<file path="src/rtl/ctks_pkg.sv">
// Shared types, token codes and character helpers of the token scanner.
package ctks_pkg;

  localparam int MAX_TEXT  = 256;
  localparam int POS_BITS  = 16;
  localparam int TEXT_W    = 9;
  localparam int VAL_W     = 63;
  localparam int FIFO_DEPTH = 4;

  localparam logic [VAL_W-1:0]    VAL_MAX = {VAL_W{1'b1}};
  localparam logic [POS_BITS-1:0] POS_MAX = {POS_BITS{1'b1}};

  typedef logic [5:0] kind_t;

  localparam kind_t K_PLUS = 6'd0,  K_PLUS_PLUS = 6'd1, K_PLUS_EQ = 6'd2;
  localparam kind_t K_MINUS = 6'd3, K_MINUS_MINUS = 6'd4, K_MINUS_EQ = 6'd5;
  localparam kind_t K_ARROW = 6'd6, K_STAR = 6'd7, K_SLASH = 6'd9, K_MOD = 6'd11;
  localparam kind_t K_AND = 6'd13, K_AND_AND = 6'd14, K_AND_EQ = 6'd15;
  localparam kind_t K_PIPE = 6'd16, K_PIPE_PIPE = 6'd17, K_PIPE_EQ = 6'd18;
  localparam kind_t K_CARET = 6'd19, K_GT = 6'd21, K_SHR = 6'd22, K_SHR_EQ = 6'd23;
  localparam kind_t K_GT_EQ = 6'd24, K_LT = 6'd25, K_SHL = 6'd26, K_SHL_EQ = 6'd27;
  localparam kind_t K_LT_EQ = 6'd28, K_ASSIGN = 6'd29, K_DOT = 6'd31, K_DOT_DOT = 6'd32;
  localparam kind_t K_QUESTION = 6'd33, K_COLON = 6'd34, K_LPAREN = 6'd35;
  localparam kind_t K_RPAREN = 6'd36, K_LBRACKET = 6'd37, K_RBRACKET = 6'd38;
  localparam kind_t K_LBRACE = 6'd39, K_RBRACE = 6'd40, K_SEMI = 6'd41;
  localparam kind_t K_INT = 6'd42, K_DEC = 6'd43, K_CHAR = 6'd44, K_STRING = 6'd45;
  localparam kind_t K_KEYWORD = 6'd46, K_IDENT = 6'd47, K_EOF = 6'd48, K_ERROR = 6'd49;

  typedef logic [2:0] err_t;
  localparam err_t E_NONE = 3'd0, E_ESC_DIGIT = 3'd1, E_OPEN_CHAR = 3'd2;
  localparam err_t E_OPEN_STRING = 3'd3, E_SYMBOL = 3'd4, E_ESC_UNKNOWN = 3'd5;
  localparam err_t E_OVERFLOW = 3'd6;

  typedef enum logic [11:0] {
    M_IDLE     = 12'b000000000001,
    M_IDENT    = 12'b000000000010,
    M_INT      = 12'b000000000100,
    M_FRAC     = 12'b000000001000,
    M_OP1      = 12'b000000010000,
    M_OP2      = 12'b000000100000,
    M_STR      = 12'b000001000000,
    M_CH_START = 12'b000010000000,
    M_CH_ESC   = 12'b000100000000,
    M_CH_HEX   = 12'b001000000000,
    M_CH_OCT   = 12'b010000000000,
    M_CH_CLOSE = 12'b100000000000
  } mode_t;

  typedef struct packed {
    kind_t               kind;
    logic [1:0]          kwi;
    logic [VAL_W-1:0]    value;
    logic [7:0]          frac;
    logic [TEXT_W-1:0]   len;
    logic [POS_BITS-1:0] line;
    logic [POS_BITS-1:0] col;
    err_t                err;
    logic                txt;
    logic                last;
  } result_t;

  typedef struct packed {
    logic  hit;
    logic  shift;
    kind_t kind;
  } op_t;

  typedef struct packed {
    logic              ovf;
    logic [TEXT_W-1:0] tc;
    logic [3:0]        kc;
  } text_t;

  typedef struct packed {
    logic       hit;
    logic [3:0] val;
  } hex_t;

  localparam logic [7:0] KW_TEXT [4][6] = '{
    '{"c", "l", "a", "s", "s", 8'h00},
    '{"s", "t", "r", "u", "c", "t"},
    '{"e", "n", "u", "m", 8'h00, 8'h00},
    '{"r", "e", "t", "u", "r", "n"}
  };

  function automatic logic [TEXT_W-1:0] kw_len(input logic [1:0] i);
    logic [TEXT_W-1:0] n;
    case (i)
      2'd0:    n = TEXT_W'(5);
      2'd2:    n = TEXT_W'(4);
      default: n = TEXT_W'(6);
    endcase
    return n;
  endfunction

  function automatic logic is_digit(input logic [7:0] b);
    return (b >= "0") && (b <= "9");
  endfunction

  function automatic logic is_alpha(input logic [7:0] b);
    return ((b >= "a") && (b <= "z")) || ((b >= "A") && (b <= "Z"));
  endfunction

  function automatic hex_t hex_digit(input logic [7:0] b);
    hex_t h;
    h.hit = 1'b0;
    h.val = b[3:0];
    if (is_digit(b)) begin
      h.hit = 1'b1;
    end else if (((b >= "a") && (b <= "f")) || ((b >= "A") && (b <= "F"))) begin
      h.hit = 1'b1;
      h.val = b[3:0] + 4'd9;
    end
    return h;
  endfunction

  function automatic op_t single_kind(input logic [7:0] p);
    op_t o;
    o.hit   = 1'b1;
    o.shift = 1'b0;
    unique case (p)
      "+":     o.kind = K_PLUS;
      "-":     o.kind = K_MINUS;
      "*":     o.kind = K_STAR;
      "/":     o.kind = K_SLASH;
      "%":     o.kind = K_MOD;
      "&":     o.kind = K_AND;
      "|":     o.kind = K_PIPE;
      "^":     o.kind = K_CARET;
      ">":     o.kind = K_GT;
      "<":     o.kind = K_LT;
      "=":     o.kind = K_ASSIGN;
      ".":     o.kind = K_DOT;
      default: begin
        o.hit  = 1'b0;
        o.kind = K_PLUS;
      end
    endcase
    return o;
  endfunction

  // Two-character operators; shift marks a '>>' or '<<' that may still take '='.
  function automatic op_t pair_kind(input logic [7:0] p, input logic [7:0] b);
    op_t o;
    o.hit   = 1'b0;
    o.shift = 1'b0;
    o.kind  = K_PLUS;
    unique case (p)
      "+": begin
        if (b == "+") begin o.hit = 1'b1; o.kind = K_PLUS_PLUS; end
        else if (b == "=") begin o.hit = 1'b1; o.kind = K_PLUS_EQ; end
      end
      "-": begin
        if (b == "-") begin o.hit = 1'b1; o.kind = K_MINUS_MINUS; end
        else if (b == "=") begin o.hit = 1'b1; o.kind = K_MINUS_EQ; end
        else if (b == ">") begin o.hit = 1'b1; o.kind = K_ARROW; end
      end
      "*", "/", "%", "^", "=": begin
        if (b == "=") begin o.hit = 1'b1; o.kind = single_kind(p).kind + 6'd1; end
      end
      "&": begin
        if (b == "&") begin o.hit = 1'b1; o.kind = K_AND_AND; end
        else if (b == "=") begin o.hit = 1'b1; o.kind = K_AND_EQ; end
      end
      "|": begin
        if (b == "|") begin o.hit = 1'b1; o.kind = K_PIPE_PIPE; end
        else if (b == "=") begin o.hit = 1'b1; o.kind = K_PIPE_EQ; end
      end
      ">": begin
        if (b == ">") o.shift = 1'b1;
        else if (b == "=") begin o.hit = 1'b1; o.kind = K_GT_EQ; end
      end
      "<": begin
        if (b == "<") o.shift = 1'b1;
        else if (b == "=") begin o.hit = 1'b1; o.kind = K_LT_EQ; end
      end
      ".": begin
        if (b == ".") begin o.hit = 1'b1; o.kind = K_DOT_DOT; end
      end
      default: o.hit = 1'b0;
    endcase
    return o;
  endfunction

  // Appends one text byte; for identifiers it also narrows the keyword candidates.
  function automatic text_t text_add(input logic [TEXT_W-1:0] tc, input logic [3:0] kc,
                                     input logic [7:0] b, input logic ident);
    text_t t;
    t.ovf = 1'b0;
    t.tc  = tc;
    t.kc  = kc;
    if (tc >= TEXT_W'(MAX_TEXT)) begin
      t.ovf = 1'b1;
      t.kc  = 4'd0;
    end else begin
      if (ident) begin
        for (int i = 0; i < 4; i++) begin
          if (!((tc < kw_len(2'(i))) && (KW_TEXT[i][tc[2:0]] == b))) t.kc[i] = 1'b0;
        end
      end
      t.tc = tc + TEXT_W'(1);
    end
    return t;
  endfunction

  function automatic result_t mk(input kind_t k, input logic [1:0] kwi,
                                 input logic [VAL_W-1:0] v, input logic [7:0] f,
                                 input logic [TEXT_W-1:0] len, input err_t e,
                                 input logic t, input logic [POS_BITS-1:0] ln,
                                 input logic [POS_BITS-1:0] cl);
    result_t r;
    r.kind  = k;
    r.kwi   = kwi;
    r.value = v;
    r.frac  = f;
    r.len   = len;
    r.line  = ln;
    r.col   = cl;
    r.err   = e;
    r.txt   = t;
    r.last  = 1'b0;
    return r;
  endfunction

endpackage

</file>
<file path="src/rtl/ctks_scan.sv">
// Scanner state and the per-byte token logic that produces up to two results.
module ctks_scan (
  input  logic                  clk,
  input  logic                  rst,
  input  logic                  take,
  input  logic [7:0]            in_byte,
  input  logic                  in_end,
  output ctks_pkg::result_t     res0,
  output ctks_pkg::result_t     res1,
  output logic [1:0]            res_cnt
);

  ctks_pkg::mode_t               mode, mode_next;
  logic [7:0]                    pend, pend_next;
  logic [ctks_pkg::POS_BITS-1:0] line, col, line1, col1;
  logic [3:0]                    kc, kc_next;
  logic [ctks_pkg::TEXT_W-1:0]   tc, tc_next;
  logic [ctks_pkg::VAL_W-1:0]    acc, acc_next;
  logic [7:0]                    fc, fc_next;
  logic [7:0]                    ev, ev_next;
  logic [1:0]                    ed, ed_next;

  logic                          consumed, ra_v, rb_v;
  ctks_pkg::result_t             ra, rb;
  ctks_pkg::text_t               ta;
  ctks_pkg::op_t                 op, sk;
  ctks_pkg::hex_t                hx;
  logic [ctks_pkg::VAL_W+3:0]    prod;
  logic                          sat;
  logic [1:0]                    kwi_sel;
  logic                          kw_hit;

  // Position after consuming the byte.
  always_comb begin
    line1 = line;
    col1  = col;
    if (in_byte == 8'h0A) begin
      if (line != ctks_pkg::POS_MAX) line1 = line + 1'b1;
      col1 = ctks_pkg::POS_BITS'(1);
    end else if (col != ctks_pkg::POS_MAX) begin
      col1 = col + 1'b1;
    end
  end

  // Times ten plus digit; anything in the top four bits is past the limit.
  assign prod = {acc, 3'b000} + {2'b00, acc, 1'b0} + (ctks_pkg::VAL_W+4)'(in_byte[3:0]);
  assign sat  = |prod[ctks_pkg::VAL_W+3:ctks_pkg::VAL_W];
  assign op   = ctks_pkg::pair_kind(pend, in_byte);
  assign sk   = ctks_pkg::single_kind(pend);
  assign hx   = ctks_pkg::hex_digit(in_byte);

  // Lowest-numbered surviving keyword of matching length.
  always_comb begin
    kw_hit  = 1'b0;
    kwi_sel = 2'd0;
    for (int i = 3; i >= 0; i--) begin
      if (kc[i] && (tc == ctks_pkg::kw_len(2'(i)))) begin
        kw_hit  = 1'b1;
        kwi_sel = 2'(i);
      end
    end
  end

  always_comb begin
    mode_next = mode;
    pend_next = pend;
    kc_next   = kc;
    tc_next   = tc;
    acc_next  = acc;
    fc_next   = fc;
    ev_next   = ev;
    ed_next   = ed;
    consumed  = 1'b0;
    ra_v      = 1'b0;
    rb_v      = 1'b0;
    ra        = '0;
    rb        = '0;
    ta        = ctks_pkg::text_add(tc, kc, in_byte, mode == ctks_pkg::M_IDENT);

    if (in_end) begin
      ra_v = 1'b1;
      unique case (mode)
        ctks_pkg::M_IDENT:
          ra = ctks_pkg::mk(kw_hit ? ctks_pkg::K_KEYWORD : ctks_pkg::K_IDENT, kwi_sel, '0,
                            '0, tc, ctks_pkg::E_NONE, 1'b0, line, col);
        ctks_pkg::M_INT:
          ra = ctks_pkg::mk(ctks_pkg::K_INT, '0, acc, '0, '0, ctks_pkg::E_NONE, 1'b0,
                            line, col);
        ctks_pkg::M_FRAC:
          ra = ctks_pkg::mk(ctks_pkg::K_DEC, '0, acc, fc, '0, ctks_pkg::E_NONE, 1'b0,
                            line, col);
        ctks_pkg::M_OP1:
          ra = ctks_pkg::mk(sk.kind, '0, '0, '0, '0, ctks_pkg::E_NONE, 1'b0, line, col);
        ctks_pkg::M_OP2:
          ra = ctks_pkg::mk((pend == ">") ? ctks_pkg::K_SHR : ctks_pkg::K_SHL, '0, '0, '0,
                            '0, ctks_pkg::E_NONE, 1'b0, line, col);
        ctks_pkg::M_STR:
          ra = ctks_pkg::mk(ctks_pkg::K_ERROR, '0, '0, '0, '0, ctks_pkg::E_OPEN_STRING,
                            1'b0, line, col);
        ctks_pkg::M_CH_START, ctks_pkg::M_CH_ESC, ctks_pkg::M_CH_HEX, ctks_pkg::M_CH_OCT,
        ctks_pkg::M_CH_CLOSE:
          ra = ctks_pkg::mk(ctks_pkg::K_ERROR, '0, '0, '0, '0, ctks_pkg::E_OPEN_CHAR,
                            1'b0, line, col);
        default: ra_v = 1'b0;
      endcase
      rb_v      = 1'b1;
      rb        = ctks_pkg::mk(ctks_pkg::K_EOF, '0, '0, '0, '0, ctks_pkg::E_NONE, 1'b0,
                               line, col);
      mode_next = ctks_pkg::M_IDLE;
      pend_next = 8'd0;
    end else begin
      unique case (mode)
        ctks_pkg::M_IDENT: begin
          if (ctks_pkg::is_alpha(in_byte) || ctks_pkg::is_digit(in_byte) ||
              (in_byte == "_")) begin
            consumed = 1'b1;
            ra_v     = 1'b1;
            kc_next  = ta.kc;
            tc_next  = ta.tc;
            ra = ta.ovf ?
                 ctks_pkg::mk(ctks_pkg::K_ERROR, '0, '0, '0, '0, ctks_pkg::E_OVERFLOW, 1'b0,
                              line1, col1) :
                 ctks_pkg::mk(ctks_pkg::K_IDENT, '0, ctks_pkg::VAL_W'(in_byte), '0, ta.tc,
                              ctks_pkg::E_NONE, 1'b1, line1, col1);
          end else begin
            ra_v = 1'b1;
            ra = ctks_pkg::mk(kw_hit ? ctks_pkg::K_KEYWORD : ctks_pkg::K_IDENT, kwi_sel, '0,
                              '0, tc, ctks_pkg::E_NONE, 1'b0, line, col);
          end
        end
        ctks_pkg::M_INT: begin
          if (ctks_pkg::is_digit(in_byte)) begin
            consumed = 1'b1;
            acc_next = sat ? ctks_pkg::VAL_MAX : prod[ctks_pkg::VAL_W-1:0];
          end else if (in_byte == ".") begin
            consumed  = 1'b1;
            mode_next = ctks_pkg::M_FRAC;
            fc_next   = 8'd0;
          end else begin
            ra_v = 1'b1;
            ra = ctks_pkg::mk(ctks_pkg::K_INT, '0, acc, '0, '0, ctks_pkg::E_NONE, 1'b0,
                              line, col);
          end
        end
        ctks_pkg::M_FRAC: begin
          if (ctks_pkg::is_digit(in_byte)) begin
            consumed = 1'b1;
            if ((fc != 8'hFF) && !sat) begin
              acc_next = prod[ctks_pkg::VAL_W-1:0];
              fc_next  = fc + 8'd1;
            end
          end else begin
            ra_v = 1'b1;
            ra = ctks_pkg::mk(ctks_pkg::K_DEC, '0, acc, fc, '0, ctks_pkg::E_NONE, 1'b0,
                              line, col);
          end
        end
        ctks_pkg::M_OP1: begin
          if (op.shift) begin
            consumed  = 1'b1;
            mode_next = ctks_pkg::M_OP2;
          end else if (op.hit) begin
            consumed  = 1'b1;
            ra_v      = 1'b1;
            ra = ctks_pkg::mk(op.kind, '0, '0, '0, '0, ctks_pkg::E_NONE, 1'b0, line1, col1);
            mode_next = ctks_pkg::M_IDLE;
            pend_next = 8'd0;
          end else begin
            ra_v = 1'b1;
            ra = ctks_pkg::mk(sk.kind, '0, '0, '0, '0, ctks_pkg::E_NONE, 1'b0, line, col);
          end
        end
        ctks_pkg::M_OP2: begin
          ra_v = 1'b1;
          if (in_byte == "=") begin
            consumed  = 1'b1;
            ra = ctks_pkg::mk((pend == ">") ? ctks_pkg::K_SHR_EQ : ctks_pkg::K_SHL_EQ, '0,
                              '0, '0, '0, ctks_pkg::E_NONE, 1'b0, line1, col1);
            mode_next = ctks_pkg::M_IDLE;
            pend_next = 8'd0;
          end else begin
            ra = ctks_pkg::mk((pend == ">") ? ctks_pkg::K_SHR : ctks_pkg::K_SHL, '0, '0,
                              '0, '0, ctks_pkg::E_NONE, 1'b0, line, col);
          end
        end
        ctks_pkg::M_STR: begin
          consumed = 1'b1;
          ra_v     = 1'b1;
          if (in_byte == "\"") begin
            ra = ctks_pkg::mk(ctks_pkg::K_STRING, '0, '0, '0, tc, ctks_pkg::E_NONE, 1'b0,
                              line1, col1);
            mode_next = ctks_pkg::M_IDLE;
            pend_next = 8'd0;
          end else begin
            kc_next = ta.kc;
            tc_next = ta.tc;
            ra = ta.ovf ?
                 ctks_pkg::mk(ctks_pkg::K_ERROR, '0, '0, '0, '0, ctks_pkg::E_OVERFLOW, 1'b0,
                              line1, col1) :
                 ctks_pkg::mk(ctks_pkg::K_STRING, '0, ctks_pkg::VAL_W'(in_byte), '0, ta.tc,
                              ctks_pkg::E_NONE, 1'b1, line1, col1);
          end
        end
        ctks_pkg::M_CH_START: begin
          consumed = 1'b1;
          if (in_byte == "\\") begin
            mode_next = ctks_pkg::M_CH_ESC;
          end else begin
            ev_next   = in_byte;
            mode_next = ctks_pkg::M_CH_CLOSE;
          end
        end
        ctks_pkg::M_CH_ESC: begin
          consumed  = 1'b1;
          mode_next = ctks_pkg::M_CH_CLOSE;
          case (in_byte)
            "a": ev_next = 8'd7;
            "b": ev_next = 8'd8;
            "f": ev_next = 8'd12;
            "n": ev_next = 8'd10;
            "r": ev_next = 8'd13;
            "t": ev_next = 8'd9;
            "v": ev_next = 8'd11;
            "'", "\"", "\\": ev_next = in_byte;
            "x": begin
              ev_next   = 8'd0;
              ed_next   = 2'd0;
              mode_next = ctks_pkg::M_CH_HEX;
            end
            default: begin
              if ((in_byte >= "0") && (in_byte <= "7")) begin
                ev_next   = {5'd0, in_byte[2:0]};
                ed_next   = 2'd1;
                mode_next = ctks_pkg::M_CH_OCT;
              end else begin
                ra_v = 1'b1;
                ra = ctks_pkg::mk(ctks_pkg::K_ERROR, '0, '0, '0, '0,
                                  ctks_pkg::E_ESC_UNKNOWN, 1'b0, line1, col1);
                mode_next = ctks_pkg::M_IDLE;
                pend_next = 8'd0;
              end
            end
          endcase
        end
        ctks_pkg::M_CH_HEX: begin
          if (!hx.hit) begin
            ra_v = 1'b1;
            ra = ctks_pkg::mk(ctks_pkg::K_ERROR, '0, '0, '0, '0, ctks_pkg::E_ESC_DIGIT,
                              1'b0, line, col);
          end else begin
            consumed = 1'b1;
            ev_next  = {ev[3:0], hx.val};
            ed_next  = ed + 2'd1;
            if (ed == 2'd1) mode_next = ctks_pkg::M_CH_CLOSE;
          end
        end
        ctks_pkg::M_CH_OCT: begin
          if (!((in_byte >= "0") && (in_byte <= "7"))) begin
            ra_v = 1'b1;
            ra = ctks_pkg::mk(ctks_pkg::K_ERROR, '0, '0, '0, '0, ctks_pkg::E_ESC_DIGIT,
                              1'b0, line, col);
          end else begin
            consumed = 1'b1;
            ev_next  = {ev[4:0], in_byte[2:0]};
            ed_next  = ed + 2'd1;
            if (ed == 2'd2) mode_next = ctks_pkg::M_CH_CLOSE;
          end
        end
        ctks_pkg::M_CH_CLOSE: begin
          ra_v = 1'b1;
          if (in_byte == "'") begin
            consumed  = 1'b1;
            ra = ctks_pkg::mk(ctks_pkg::K_CHAR, '0, ctks_pkg::VAL_W'(ev), '0, '0,
                              ctks_pkg::E_NONE, 1'b0, line1, col1);
            mode_next = ctks_pkg::M_IDLE;
            pend_next = 8'd0;
          end else begin
            ra = ctks_pkg::mk(ctks_pkg::K_ERROR, '0, '0, '0, '0, ctks_pkg::E_OPEN_CHAR,
                              1'b0, line, col);
          end
        end
        default: consumed = 1'b0;
      endcase

      // A byte the open token did not take starts afresh from the idle state.
      if (!consumed) begin
        mode_next = ctks_pkg::M_IDLE;
        pend_next = 8'd0;
        ta = ctks_pkg::text_add('0, 4'hF, in_byte, 1'b1);
        if (ctks_pkg::is_alpha(in_byte)) begin
          mode_next = ctks_pkg::M_IDENT;
          kc_next   = ta.kc;
          tc_next   = ta.tc;
          rb_v      = 1'b1;
          rb = ctks_pkg::mk(ctks_pkg::K_IDENT, '0, ctks_pkg::VAL_W'(in_byte), '0, ta.tc,
                            ctks_pkg::E_NONE, 1'b1, line1, col1);
        end else if (ctks_pkg::is_digit(in_byte)) begin
          mode_next = ctks_pkg::M_INT;
          acc_next  = ctks_pkg::VAL_W'(in_byte[3:0]);
          fc_next   = 8'd0;
        end else if (in_byte == "\"") begin
          mode_next = ctks_pkg::M_STR;
          tc_next   = '0;
        end else if (in_byte == "'") begin
          mode_next = ctks_pkg::M_CH_START;
          ev_next   = 8'd0;
          ed_next   = 2'd0;
        end else if (ctks_pkg::single_kind(in_byte).hit) begin
          mode_next = ctks_pkg::M_OP1;
          pend_next = in_byte;
        end else begin
          rb_v = 1'b1;
          rb = ctks_pkg::mk(ctks_pkg::K_ERROR, '0, ctks_pkg::VAL_W'(in_byte), '0, '0,
                            ctks_pkg::E_SYMBOL, 1'b0, line1, col1);
          case (in_byte)
            "?": rb.kind = ctks_pkg::K_QUESTION;
            ":": rb.kind = ctks_pkg::K_COLON;
            "(": rb.kind = ctks_pkg::K_LPAREN;
            ")": rb.kind = ctks_pkg::K_RPAREN;
            "[": rb.kind = ctks_pkg::K_LBRACKET;
            "]": rb.kind = ctks_pkg::K_RBRACKET;
            "{": rb.kind = ctks_pkg::K_LBRACE;
            "}": rb.kind = ctks_pkg::K_RBRACE;
            ";": rb.kind = ctks_pkg::K_SEMI;
            " ", 8'h09, 8'h0A: rb_v = 1'b0;
            default: rb.kind = ctks_pkg::K_ERROR;
          endcase
          if (rb.kind != ctks_pkg::K_ERROR) begin
            rb.value = '0;
            rb.err   = ctks_pkg::E_NONE;
          end
        end
      end
    end
  end

  // Results in order, with the final one of this byte marked.
  always_comb begin
    res0    = ra_v ? ra : rb;
    res1    = rb;
    res_cnt = 2'(ra_v) + 2'(rb_v);
    if (res_cnt == 2'd1) res0.last = 1'b1;
    res1.last = 1'b1;
  end

  always_ff @(posedge clk) begin
    if (rst) begin
      mode <= ctks_pkg::M_IDLE;
      pend <= 8'd0;
      line <= ctks_pkg::POS_BITS'(1);
      col  <= ctks_pkg::POS_BITS'(1);
      kc   <= 4'hF;
      tc   <= '0;
      acc  <= '0;
      fc   <= 8'd0;
      ev   <= 8'd0;
      ed   <= 2'd0;
    end else if (take) begin
      mode <= mode_next;
      pend <= pend_next;
      if (!in_end) begin
        line <= line1;
        col  <= col1;
      end
      kc   <= kc_next;
      tc   <= tc_next;
      acc  <= acc_next;
      fc   <= fc_next;
      ev   <= ev_next;
      ed   <= ed_next;
    end
  end

endmodule

</file>
<file path="src/rtl/ctks_fifo.sv">
// Result queue that takes up to two results a cycle and gives one a cycle while pop is high.
module ctks_fifo (
  input  logic              clk,
  input  logic              rst,
  input  logic [1:0]        push_n,
  input  ctks_pkg::result_t din0,
  input  ctks_pkg::result_t din1,
  output logic              room,
  output ctks_pkg::result_t dout,
  output logic              dvalid,
  input  logic              pop
);

  localparam int AW = $clog2(ctks_pkg::FIFO_DEPTH);

  ctks_pkg::result_t mem [ctks_pkg::FIFO_DEPTH];
  logic [AW-1:0]     wp, rp;
  logic [AW:0]       count;
  logic              do_pop;

  assign dvalid = (count != '0);
  assign do_pop = pop && dvalid;
  assign room   = (count <= (AW+1)'(ctks_pkg::FIFO_DEPTH - 2));
  assign dout   = mem[rp];

  always_ff @(posedge clk) begin
    if (push_n != 2'd0) mem[wp] <= din0;
    if (push_n == 2'd2) mem[wp + AW'(1)] <= din1;
  end

  always_ff @(posedge clk) begin
    if (rst) begin
      wp    <= '0;
      rp    <= '0;
      count <= '0;
    end else begin
      wp    <= wp + AW'(push_n);
      if (do_pop) rp <= rp + AW'(1);
      count <= count + (AW+1)'(push_n) - (AW+1)'(do_pop);
    end
  end

endmodule

</file>
<file path="src/rtl/c_like_token_scanner_core.sv">
// Top level of the C-like token scanner: byte stream in, token stream out.
// Throughput: one byte per cycle while the four-entry result queue has two
// entries free, since it accepts a byte only then; a byte's results are
// registered in the queue, and bytes that make two results drain at one result
// per cycle on the output side while m_axis_tready is high.
// Reset (rst, synchronous, active high) empties the queue and returns the scanner
// to idle at line 1, column 1.
module c_like_token_scanner_core (
  input  logic         clk,
  input  logic         rst,
  input  logic         s_axis_tvalid,
  output logic         s_axis_tready,
  input  logic [7:0]   s_axis_tdata,  // [7:0] src_byte
  input  logic         s_axis_tlast,  // end_of_input
  output logic         m_axis_tvalid,
  input  logic         m_axis_tready,
  // [5:0] token_kind, [7:6] keyword_index, [70:8] token_value,
  // [78:71] fraction_digits, [87:79] text_length, [103:88] line_number,
  // [119:104] column_number, [122:120] error_code, [127:123] zero
  output logic [127:0] m_axis_tdata,
  output logic         m_axis_tuser,  // is_text_byte
  output logic         m_axis_tlast   // last result caused by an input transaction
);

  logic              take;
  logic [1:0]        res_cnt;
  ctks_pkg::result_t res0, res1, head;
  logic              room;

  // A transaction is taken only while the queue can absorb the two results
  // it may cause, so the scanner never has to stall mid-byte.
  assign s_axis_tready = room;
  assign take          = s_axis_tvalid && s_axis_tready;

  ctks_scan u_scan (
    .clk     (clk),
    .rst     (rst),
    .take    (take),
    .in_byte (s_axis_tdata),
    .in_end  (s_axis_tlast),
    .res0    (res0),
    .res1    (res1),
    .res_cnt (res_cnt)
  );

  // The queue separates the output handshake from the scanner.
  ctks_fifo u_fifo (
    .clk    (clk),
    .rst    (rst),
    .push_n (take ? res_cnt : 2'd0),
    .din0   (res0),
    .din1   (res1),
    .room   (room),
    .dout   (head),
    .dvalid (m_axis_tvalid),
    .pop    (m_axis_tready)
  );

  assign m_axis_tdata = {5'd0, head.err, head.col, head.line, head.len, head.frac,
                         head.value, head.kwi, head.kind};
  assign m_axis_tuser = head.txt;
  assign m_axis_tlast = head.last;

endmodule

</file>
<file path="config.mk">
export PLATFORM = sky130hd
export DESIGN_NAME = c_like_token_scanner_core
export DESIGN_NICKNAME = d
export VERILOG_FILES = /design/src/rtl/ctks_pkg.sv /design/src/rtl/ctks_scan.sv /design/src/rtl/ctks_fifo.sv /design/src/rtl/c_like_token_scanner_core.sv
export SDC_FILE = /design/constraint.sdc
export NUM_CORES = 2
export LEC_CHECK = 0
export ABC_AREA = 1
export ABC_CLOCK_PERIOD_IN_PS = 5610
export CAP_MARGIN = 20
export CORE_MARGIN = 3
export CORE_UTILIZATION = 55
export CTS_BUF_LIST = sky130_fd_sc_hd__clkbuf_8 sky130_fd_sc_hd__clkbuf_16
export DETAILED_ROUTE_END_ITERATION = 7
export DONT_BUFFER_PORTS = 1
export PLACE_DENSITY = 0.73
export SLEW_MARGIN = 20
export SYNTH_ARGS = -nofsm -noshare
export SYNTH_HDL_FRONTEND = slang
export SYNTH_SLANG_ARGS = --single-unit
</file>
<file path="constraint.sdc">
create_clock -name clk -period 5.61 [get_ports clk]
set_clock_uncertainty 0.2 [all_clocks]
set_input_delay 0.2805 -clock clk [delete_from_list [all_inputs] [get_ports clk]]
set_output_delay 0.2805 -clock clk [all_outputs]
set_load 0.005 [all_outputs]
</file>
==> flow_summary.json <==
{
  "status": "finished clean",
  "drc": 0,
  "drtIter0Drc": 6568,
  "drtPass1Iterations": 6,
  "worstMarginPinSlew_ns": 1.23,
  "boundaryPins": 145,
  "portBuffers": 0,
  "die_w_um": 286,
  "synth_cells": 6531,
  "pwr-share-comb_pct": 27.4,
  "drt-wirelength-per-cell_um": 21.4,
  "grt_pass1_wl_mm": 243,
  "gp_congestion": 1.03,
  "fin_crit_sh_pct": 93.9,
  "min_path_type": "primary input to register",
  "end_kind": "register",
  "final_cell_mix": "1882 x nand2_1, 743 x o21ai_0, 607 x nor2_1, 548 x inv_1, 484 x nand3_1",
  "maxSlewViolCount": 0,
  "synth_compound_area_share_pct": 19.1,
  "final.setup.tns_ns": 0,
  "synth_flop_cell": "dfxtp_1",
  "p_seq_share_pct": 38.7,
  "synth_warnings": 0,
  "required_ns": 5.88,
  "numCtsBuffers": 73,
  "synth_area_mm2": 0.0432,
  "cp.arrival_ns": 5.53,
  "synth_mux_area_share_pct": 0,
  "synth_edf_count": 196,
  "p_leak_nw": 19.4,
  "vdd_drop_max_mv": 0.399,
  "ys_types": 76,
  "slew_headroom_pct": 17.5,
  "maxCapViolCount": 0,
  "period_needed_ns": 5.27,
  "path_class": "primary input to register",
  "hold_violations": 0,
  "max_freq_mhz": 190,
  "antenna_found_initial": 0,
  "cp_max_fo": 37,
  "drt-total-wl_mm": 159,
  "yosysSeqAreaShare_pct": 34.9,
  "clockPowerShare_pct": 33.9,
  "clock_path_buffers": 3,
  "power_density_mw_per_mm2": 313,
  "p_sw_share_pct": 37.2,
  "synthAdderAreaFrac_pct": 4.43,
  "drive_above_1_share_pct": 5.35,
  "path_clk_slew_ns": 0.06,
  "rsz0062_at_grt": "false",
  "dieArea_mm2": 0.0819,
  "total_power_mw": 14.6,
  "hpwl_mm": 105,
  "postCtsSetupBuffers": 0,
  "synth_top_family_by_area": "simple AND/OR/NAND/NOR gates",
  "first_global_vias": 41000,
  "overflow": 0,
  "cts_tree": "done",
  "ant_nets": 0,
  "synthXorXnorAreaFrac_pct": 1.74,
  "synth-simple-area-share_pct": 31.3,
  "h-tree-depth": 3,
  "clkLatencyLatePin_ns": 0.65,
  "num_antenna_cells": 0,
  "avgSynthCellArea_um2": 6.61,
  "nets": 6502,
  "coreArea_mm2": 0.0776,
  "cp-start-kind": "primary input",
  "cts-root-buf": "clkbuf_16",
  "grt_max_degree": 153,
  "ys_ff_latch": 655,
  "stdcell_area_mm2": 0.0465,
  "fp-row-count": 102,
  "start_util_pct": 55.6,
  "setup_viol": 0,
  "grt_usage_pct": 37.5,
  "vias": 45600,
  "dieHeight_um": 286,
  "post_dp_cell_area_mm2": 0.0438,
  "area_growth_pct": 7.76,
  "fillers": 7497,
  "internal_power_mw": 9.14,
  "async_flop_share_pct": 0,
  "layout_commonest_cell": "nand2_1",
  "cts_sinks": 655,
  "viasPerCell": 6.13,
  "switchingPower_mw": 5.41
}
power by group through the flow:
| stage | clock (mW) | combinational, mW | sequential (mW) |
|---|---|---|---|
| after floorplan | 0 | 2.58 | 5.60 |
| after global placement | 0 | 3.79 | 5.72 |
| after detailed placement | 0 | 3.82 | 5.73 |
| after CTS | 4.97 | 3.87 | 5.63 |
| after global routing | 5.15 | 4.27 | 5.68 |
| final | 4.93 | 3.99 | 5.64 |
final cells by class:
class	instances	area, um2	share of cell area [%]
sequential	655	15100	32.4
timing repair buffer	91	931	2.00
multi-input combinational	4950	24600	52.8
clock inverter	44	452	0.971
tap	1040	1300	2.80
clock buffer	89	2050	4.40
inverter	567	2150	4.61
metrics by stage:
step           util, %  worst slack (ns)  instances  hold slack [ns]
2_1_floorplan        -             0.278       6535            0.221
5_1_grt           60.0            0.0553       7436           0.0160
3_5_place_dp      56.5             0.564       7288            0.161
6_report          60.0             0.344       7436           0.0412
4_1_cts           60.0             0.417       7436          0.00188
3_3_place_gp      56.5             0.719       7288            0.157
critical path: stages:
cell and delay [ns]:
dlygate4sd3_1 0.80, inv_2 0.23, nand2_1 0.28, inv_2 0.07, nand2_1 0.14, a21oi_4 0.07
inv_2 0.28, nand3_4 0.21, nand2_4 0.15, inv_2 0.08, nor2_2 0.17, nand2_2 0.09
nor2_4 0.12, nand2_4 0.10, inv_2 0.16, nand2_1 0.10, o21ai_0 0.25, ha_1 0.21
inv_1 0.10, nor2_1 0.22, nor2_1 0.08, buf_4 0.18, nor2_4 0.33, buf_4 0.56
nand3_1 0.13, o21ai_0 0.10
path summary, 6_finish.rpt:
path,startpoint,to,slack (ns),depth (start not counted)
max reg2reg,u_scan.acc[0],u_scan.acc[31],0.41,26
max,s_axis_tdata[2],u_fifo.mem[1][25],0.34,26
min,s_axis_tdata[7],u_scan.kc[1],0.04,5
min reg2reg,u_fifo.mem[2][90],u_fifo.mem[2][90],0.25,2
registers in the layout (all words and copies together), names as in the netlist, named ones only:
name / cells
u_scan.tc: 9
u_fifo.wp: 2
u_scan.kc: 4
u_scan.mode: 12
u_fifo.rp: 2
u_scan.acc: 63
u_scan.ev: 8
u_scan.pend: 8
u_scan.col: 16
u_scan.fc: 8
u_fifo.count: 3
u_fifo.mem: 500
u_scan.ed: 2
u_scan.line: 16
logic make-up after synthesis:
logic type               after synthesis
flip-flops                           655
XOR/XNOR                              86
AO/OA/AOI/OAI                       1461
adder cells (fa/ha/maj)              151
other                                  1
AND/OR/NAND/NOR                     3247
buffers and inverters                930
layer usage:
metal | part of all wire, % | GRT usage (%) | routed length, um
met5 | 0 | 0 | 0
met2 | 41 | 54.3 | 66000
met3 | 13 | 10.4 | 21400
met1 | 42 | 53.9 | 66500
met4 | 3.3 | 12.3 | 5290
cells in the mapped netlist (5+ instances only):
cell       instances  share of area (%)
a31oi_1           36               0.52
nand3b_1           8               0.14
o211ai_1          36               0.63
nand4_1           42               0.61
clkbuf_1         286                2.5
a21boi_0          24               0.42
a22oi_1           11               0.19
buf_6              5               0.13
nor2_1           620                5.4
o22ai_1          146                2.1
buf_2             31               0.36
dfxtp_1          459                 21
buf_1             18               0.16
o21ai_0          743                8.6
nand2_2           14               0.20
edfxtp_1         196                 14
clkinv_1           9              0.078
buf_4             23               0.40
a21oi_1          303                3.5
nor4_1            22               0.32
a211oi_1          12               0.21
nand3_2            6               0.14
nand3_1          484                5.6
ha_1             148                4.3
inv_1            536                4.7
o2111ai_1         11               0.22
nor2_2            12               0.17
or2_2              7               0.10
o21ai_1           42               0.49
o221ai_1           5               0.10
xor2_1            52                1.1
nand2_1         1884                 16
inv_2             20               0.17
a21boi_1          10               0.17
nor3_1           101                1.2
nor2_4             8               0.21
xnor2_1           34               0.69
o21bai_1          21               0.37
o31ai_1            6               0.10
o21ai_4           19               0.72
or2_4             17               0.34
repair_timing:
item | in CTS | in global routing
hold buffers | 15 | 0
hold endpoints to repair | 283 | 0
resized for setup | 0 | 1
endpoints found under the setup margin | 0 | 1
(Power assumes the default switching activity.)
